## src/hw/rtl/gpa_pkg.sv

```systemverilog
// Shared types, constants and helpers for the grouped product aggregator.
// No dependencies; every other file imports this package.
`default_nettype none

package gpa_pkg;

   localparam int GROUP_W        = 10;
   localparam int VALUE_W        = 64;
   localparam int NUM_GROUPS_DEF = 1024;
   localparam int RSP_DEPTH      = 16;
   localparam int CSR_AW         = 3;
   localparam int CSR_DW         = 32;

   localparam logic       KIND_ACC     = 1'b0;
   localparam logic       KIND_READ    = 1'b1;
   localparam logic       CSR_SKIP_IDX = 1'b0;
   localparam logic [10:0] EXP_MAX     = 11'h7FF;

   localparam logic [VALUE_W-1:0] NA_BITS   = 64'h7FF0_0000_0000_07A2;
   localparam logic [VALUE_W-1:0] ONE_BITS  = 64'h3FF0_0000_0000_0000;
   localparam logic [VALUE_W-1:0] QNAN_BITS = 64'h7FF8_0000_0000_0000;

   // Per-stage control and bypass data of one word in the update pipeline
   typedef struct packed {
      logic               valid;
      logic               kind;
      logic [GROUP_W-1:0] group;
      logic               wr_en;
      logic               touched_new;
      logic               use_mul;
      logic               sign;
      logic [VALUE_W-1:0] byp;
   } meta_type;

   typedef struct packed {
      logic [GROUP_W-1:0] out_group;
      logic [VALUE_W-1:0] product;
   } rsp_word_type;

   function automatic logic is_nan(input logic [VALUE_W-1:0] b);
      return (b[62:52] == EXP_MAX) && (b[51:0] != 52'b0);
   endfunction

endpackage

`default_nettype wire

```

## src/hw/rtl/gpa_rsp_fifo.sv

```systemverilog
// Response queue between the update pipeline and the response channel.
// Uses gpa_pkg for the word type.
`default_nettype none

module gpa_rsp_fifo #(
   parameter int DEPTH = gpa_pkg::RSP_DEPTH
) (
   input  wire logic                  clock,
   input  wire logic                  reset,
   input  wire logic                  push,
   input  wire gpa_pkg::rsp_word_type push_word,
   input  wire logic                  pop,
   output logic                       out_valid,
   output gpa_pkg::rsp_word_type      out_word,
   output logic [$clog2(DEPTH):0]     count
);
   import gpa_pkg::*;

   localparam int PW = $clog2(DEPTH);

   rsp_word_type   buf_ff [DEPTH];
   logic [PW-1:0]  wr_ptr_ff, wr_ptr_in;
   logic [PW-1:0]  rd_ptr_ff, rd_ptr_in;
   logic [PW:0]    cnt_ff, cnt_in;

   always_comb begin
      wr_ptr_in = wr_ptr_ff;
      rd_ptr_in = rd_ptr_ff;
      cnt_in    = cnt_ff;
      if (push) begin
         wr_ptr_in = (wr_ptr_ff == PW'(DEPTH - 1)) ? '0 : wr_ptr_ff + 1'b1;
      end
      if (pop) begin
         rd_ptr_in = (rd_ptr_ff == PW'(DEPTH - 1)) ? '0 : rd_ptr_ff + 1'b1;
      end
      if (push && !pop) begin
         cnt_in = cnt_ff + 1'b1;
      end else if (pop && !push) begin
         cnt_in = cnt_ff - 1'b1;
      end
      out_valid = (cnt_ff != '0);
      out_word  = buf_ff[rd_ptr_ff];
      count     = cnt_ff;
   end

   always_ff @(posedge clock) begin
      if (reset) begin
         wr_ptr_ff <= '0;
         rd_ptr_ff <= '0;
         cnt_ff    <= '0;
      end else begin
         wr_ptr_ff <= wr_ptr_in;
         rd_ptr_ff <= rd_ptr_in;
         cnt_ff    <= cnt_in;
      end
   end

   always_ff @(posedge clock) begin
      if (push) buf_ff[wr_ptr_ff] <= push_word;
   end

endmodule

`default_nettype wire

```

## config.mk

```make
export PLATFORM = sky130hd
export DESIGN_NAME = gpa_rsp_fifo
export DESIGN_NICKNAME = d
export VERILOG_FILES = /design/src/hw/rtl/gpa_pkg.sv /design/src/hw/rtl/gpa_rsp_fifo.sv
export SDC_FILE = /design/constraint.sdc
export NUM_CORES = 1
export LEC_CHECK = 0
export BUFFER_PORTS_ARGS = -buffer_cell sky130_fd_sc_hd__buf_4
export CAP_MARGIN = 25
export CORE_MARGIN = 1
export CORE_UTILIZATION = 65
export CTS_CLUSTER_DIAMETER = 40
export DETAILED_ROUTE_END_ITERATION = 16
export GPL_ROUTABILITY_DRIVEN = 1
export PLACE_DENSITY_LB_ADDON = 0.3
export SLEW_MARGIN = 5
export SYNTH_ARGS = -nofsm -noshare
export SYNTH_HDL_FRONTEND = slang
export SYNTH_SLANG_ARGS = --single-unit
```

## constraint.sdc

```tcl
create_clock -name clock -period 5.3 [get_ports clock]
set_clock_uncertainty 0.2 [all_clocks]
set_input_delay 0.795 -clock clock [delete_from_list [all_inputs] [get_ports clock]]
set_output_delay 0.795 -clock clock [all_outputs]
set_load 0.05 [all_outputs]
```

==> summary.md <==
| Metric | Value |
|---|---|
| Nets | 2255 |
| Reg2reg end | buf_ff[7][4] |
| First-pass GRT wire length | 157 mm |
| Ports | 158 |
| Residual DRC count | 0 |
| Inst Count DP | between 2000 and 3000 |
| Slew Viols, Final | 0 |
| Setup WS pre-CTS | around 1.7 ns |
| Max Cap Viol | 0 |
| Most common cell in the netlist | edfxtp_1 |
| Post-synth ARST share | 0 |
| Period utilisation layout | 0.839 |
| Storage cell area | around 36000 um^2 |
| # fillers | around 3400 |
| Clock slew seen by the registers of the worst setup and hold paths | 0.07 ns |
| Crit path kind | reg -> out |
| Root Buffer | clkbuf_16 |
| Area contributors post-synth | edfxtp_1 79%, mux4_2 15%, a22oi_1 2.5% |
| Switching share of power | 0.219 |
| R2r worst-path depth | 4 |
| Synth Instances | ~1900 |
| Critical path launch point type | flop |
| Pwr/cell area | between 400 and 500 nW/um^2 |
| Final setup vio count | 0 |
| Synth top cells by count | 1184 x edfxtp_1, 296 x mux4_2, 148 x a22oi_1 |
| Fmax | 225 MHz |
| Initial antenna violation count | 5 |
| Final non-filler cell total | 3207 |
| Routability cong. | about 0.75 |
| Rows | 96 |
| Leak Pwr | 16.7 nW |
| Post-Syn Nets | 2004 |
| DRT iter0 DRCs | 3143 |
| Port bufs | 157 |
| WP data arrival | about 3.5 ns |
| Share of the synthesized area in the top cell type | 0.788 |
| Crit path required time | 4.30 ns |
| Clock Latency Late Sink | 0.72 ns |
| Register share of total power | 0.488 |
| Final non-filler cell area | 52200 um^2 |
| CTS tree | built |
| FF-to-FF setup slack | around 2.5 ns |
| Chip height | ~270 um |
| Drt wl/cell | between 30 and 40 um |
| Largest net degree at the start of global routing | 54 |
| Post-synth top flop | edfxtp_1 |
| Clk network pwr share | 0.446 |
| Initial core utilization | 0.658 |
| Sequential fraction of the synthesis area | 0.796 |
| Synth-to-layout area growth | 15.7% |
| Area of the multi-input gates | roughly 8700 um^2 |
| Clk buf depth | 3 |
| Pre-antenna DRT Iters | 6 |
| Comb pwr share | 0.066 |
| Remaining antenna violation count | 0 |
| Worst r2r src | wr_ptr_ff[2] |
| Ratio of cells with drive above 1 in the final layout | 0.323 |
| Leading area contributor after synthesis | edfxtp_1 |
| Crit end category | primary output |
| Status | finished clean |
| Vias | 22300 |
| H-tree depth | 4 |
| Relative slew slack | 0.269 |
| Die Footprint | 70500 um^2 |
| Hold WS | 0.166 ns |
| RSZ-0062 raised after global routing | no |
| Worst hold path class | in -> reg |
| GRT overflow | 0 |
| Crit path max fanout | 51 |
| Setup TNS | 0 ns |
| Final hold vios | 0 |
| Post-synth EDFFs | 1184 |
| Hold Buf Count CTS | 0 |
| Int Pwr | approximately 0.017 W |
| Post-CTS Setup Bufs | 0 |
| Minimum clock period | 4.44 ns |
| Vias per std cell | 6.95 |
| Worst VDD drop | about 320 uV |
| NetSw | 0.00475 W |
| Post-CTS sizing | 0 |
| Slew @ Worst Pin | 1.10 ns |
| Vias in the first global route | between 20000 and 25000 |
| CTS buffer count | approximately 140 |
| Drt total wl | 109 mm |
| Die width | 265 um |
| Placed cell areas | 47500 um^2 |
| Mapped cell area | roughly 45000 um^2 |
| Clock sinks | between 1000 and 1500 |
| Core box area | 68600 um^2 |
| Final worst slack | 0.855 ns |
| Synth Register Bits | 1201 |
| HPWL Detailed | 51.1 mm |
| Critical Path End | out_word[72] |
| Netlist cell types | 32 |
| Avg Cell Area, Syn | 23.5 um^2 |
| Aggregate global-route resource usage | 0.319 |
| Synth warnings | 0 |
-- worst min-delay path by stage --
stage / start / end / slack (ns) / cells past startpoint
3_5_place_dp: rd_ptr_ff[3] / flop / 0.34 / 2
3_3_place_gp: rd_ptr_ff[3] / rd_ptr_ff[3] / 0.30 / 2
5_1_grt: push_word[63] / buf_ff[2][63] / 0.15 / 1
6_report: push_word[63] / buf_ff[3][63] / 0.17 / 1
2_1_floorplan: rd_ptr_ff[3] / flop / 0.27 / 2
4_1_cts: push_word[63] / buf_ff[2][63] / 0.13 / 1
-- metrics by stage --
stage           util  total power [W]
3_3_place_gp   0.693           0.0122
5_1_grt        0.761           0.0222
2_1_floorplan      -           0.0117
4_1_cts        0.760           0.0218
3_5_place_dp   0.693           0.0122
6_report       0.761           0.0217
-- power by group through the flow --
stage               logic, W  registers (W)  clock network, W
floorplan           0.000917         0.0108                 0
global placement     0.00136         0.0108                 0
detailed placement   0.00140         0.0108                 0
CTS                  0.00143         0.0106           0.00973
global route         0.00150         0.0106            0.0101
finish               0.00143         0.0106           0.00968
-- cells by family after synthesis --
kind of cell    synth area share
flops                      0.796
simple gates              0.0129
fa+ha+maj                0.00294
compound gates            0.0262
buf+inv                   0.0125
mux                        0.149
xor+xnor                0.000777
-- per-layer routing --
layer  GRT usage  wire, um
met1       0.432     38800
met2       0.517     55400
met3      0.0697     11400
met4       0.126      3670
met5           0        17
-- worst max-delay path: stages (launching register included) --
cell     delay, ns
dfxtp_4       0.99
buf_4         0.58
mux4_2        0.44
a22oi_1       0.22
nand2_1       0.19
buf_4         0.24
-- state kept, by name, indices dropped and copies added (netlist names), named ones only --
name	count
buf_ff	1184
count	5
rd_ptr_ff	4
wr_ptr_ff	4
-- final cells by class --
| type | instances | area share |
|---|---|---|
| diodes | 3 | 0.000144 |
| clock buffers | 163 | 0.0696 |
| clock inverters | 81 | 0.0189 |
| inverters | 6 | 0.000432 |
| multi-input cells | 608 | 0.167 |
| flip-flops and latches | 1201 | 0.688 |
| well taps | 931 | 0.0223 |
| repair buffers | 214 | 0.0336 |
-- cells in the final DEF (no fill, tap or decap), drive strengths merged --
| cell | synthesis | routed |
|---|---|---|
| inv | 6 | 20 |
| a21o | 1 | 1 |
| o21ai | 2 | 2 |
| mux2i | 4 | 4 |
| buf | 60 | 214 |
| and3 | 1 | 1 |
| bufinv | 0 | 20 |
| clkinv | 0 | 40 |
| nor4 | 2 | 2 |
| clkinvlp | 0 | 7 |
| a22oi | 148 | 148 |
| and3b | 1 | 1 |
| a31oi | 1 | 1 |
| a21oi | 9 | 9 |
| nand3 | 3 | 3 |
| or3 | 2 | 2 |
| nor2b | 3 | 3 |
| nor2 | 18 | 18 |
| and2 | 17 | 17 |
| nand2 | 81 | 81 |
| nor4bb | 1 | 1 |
| clkbuf | 41 | 163 |
| mux4 | 296 | 296 |
| fa | 1 | 1 |
| nor3b | 1 | 1 |
| xor2 | 4 | 4 |
| nand2b | 2 | 2 |
| mux2 | 1 | 1 |
| diode | 0 | 3 |
| dfxtp | 17 | 17 |
| edfxtp | 1184 | 1184 |
| ha | 9 | 9 |
Power figures use the tool's default switching activity.
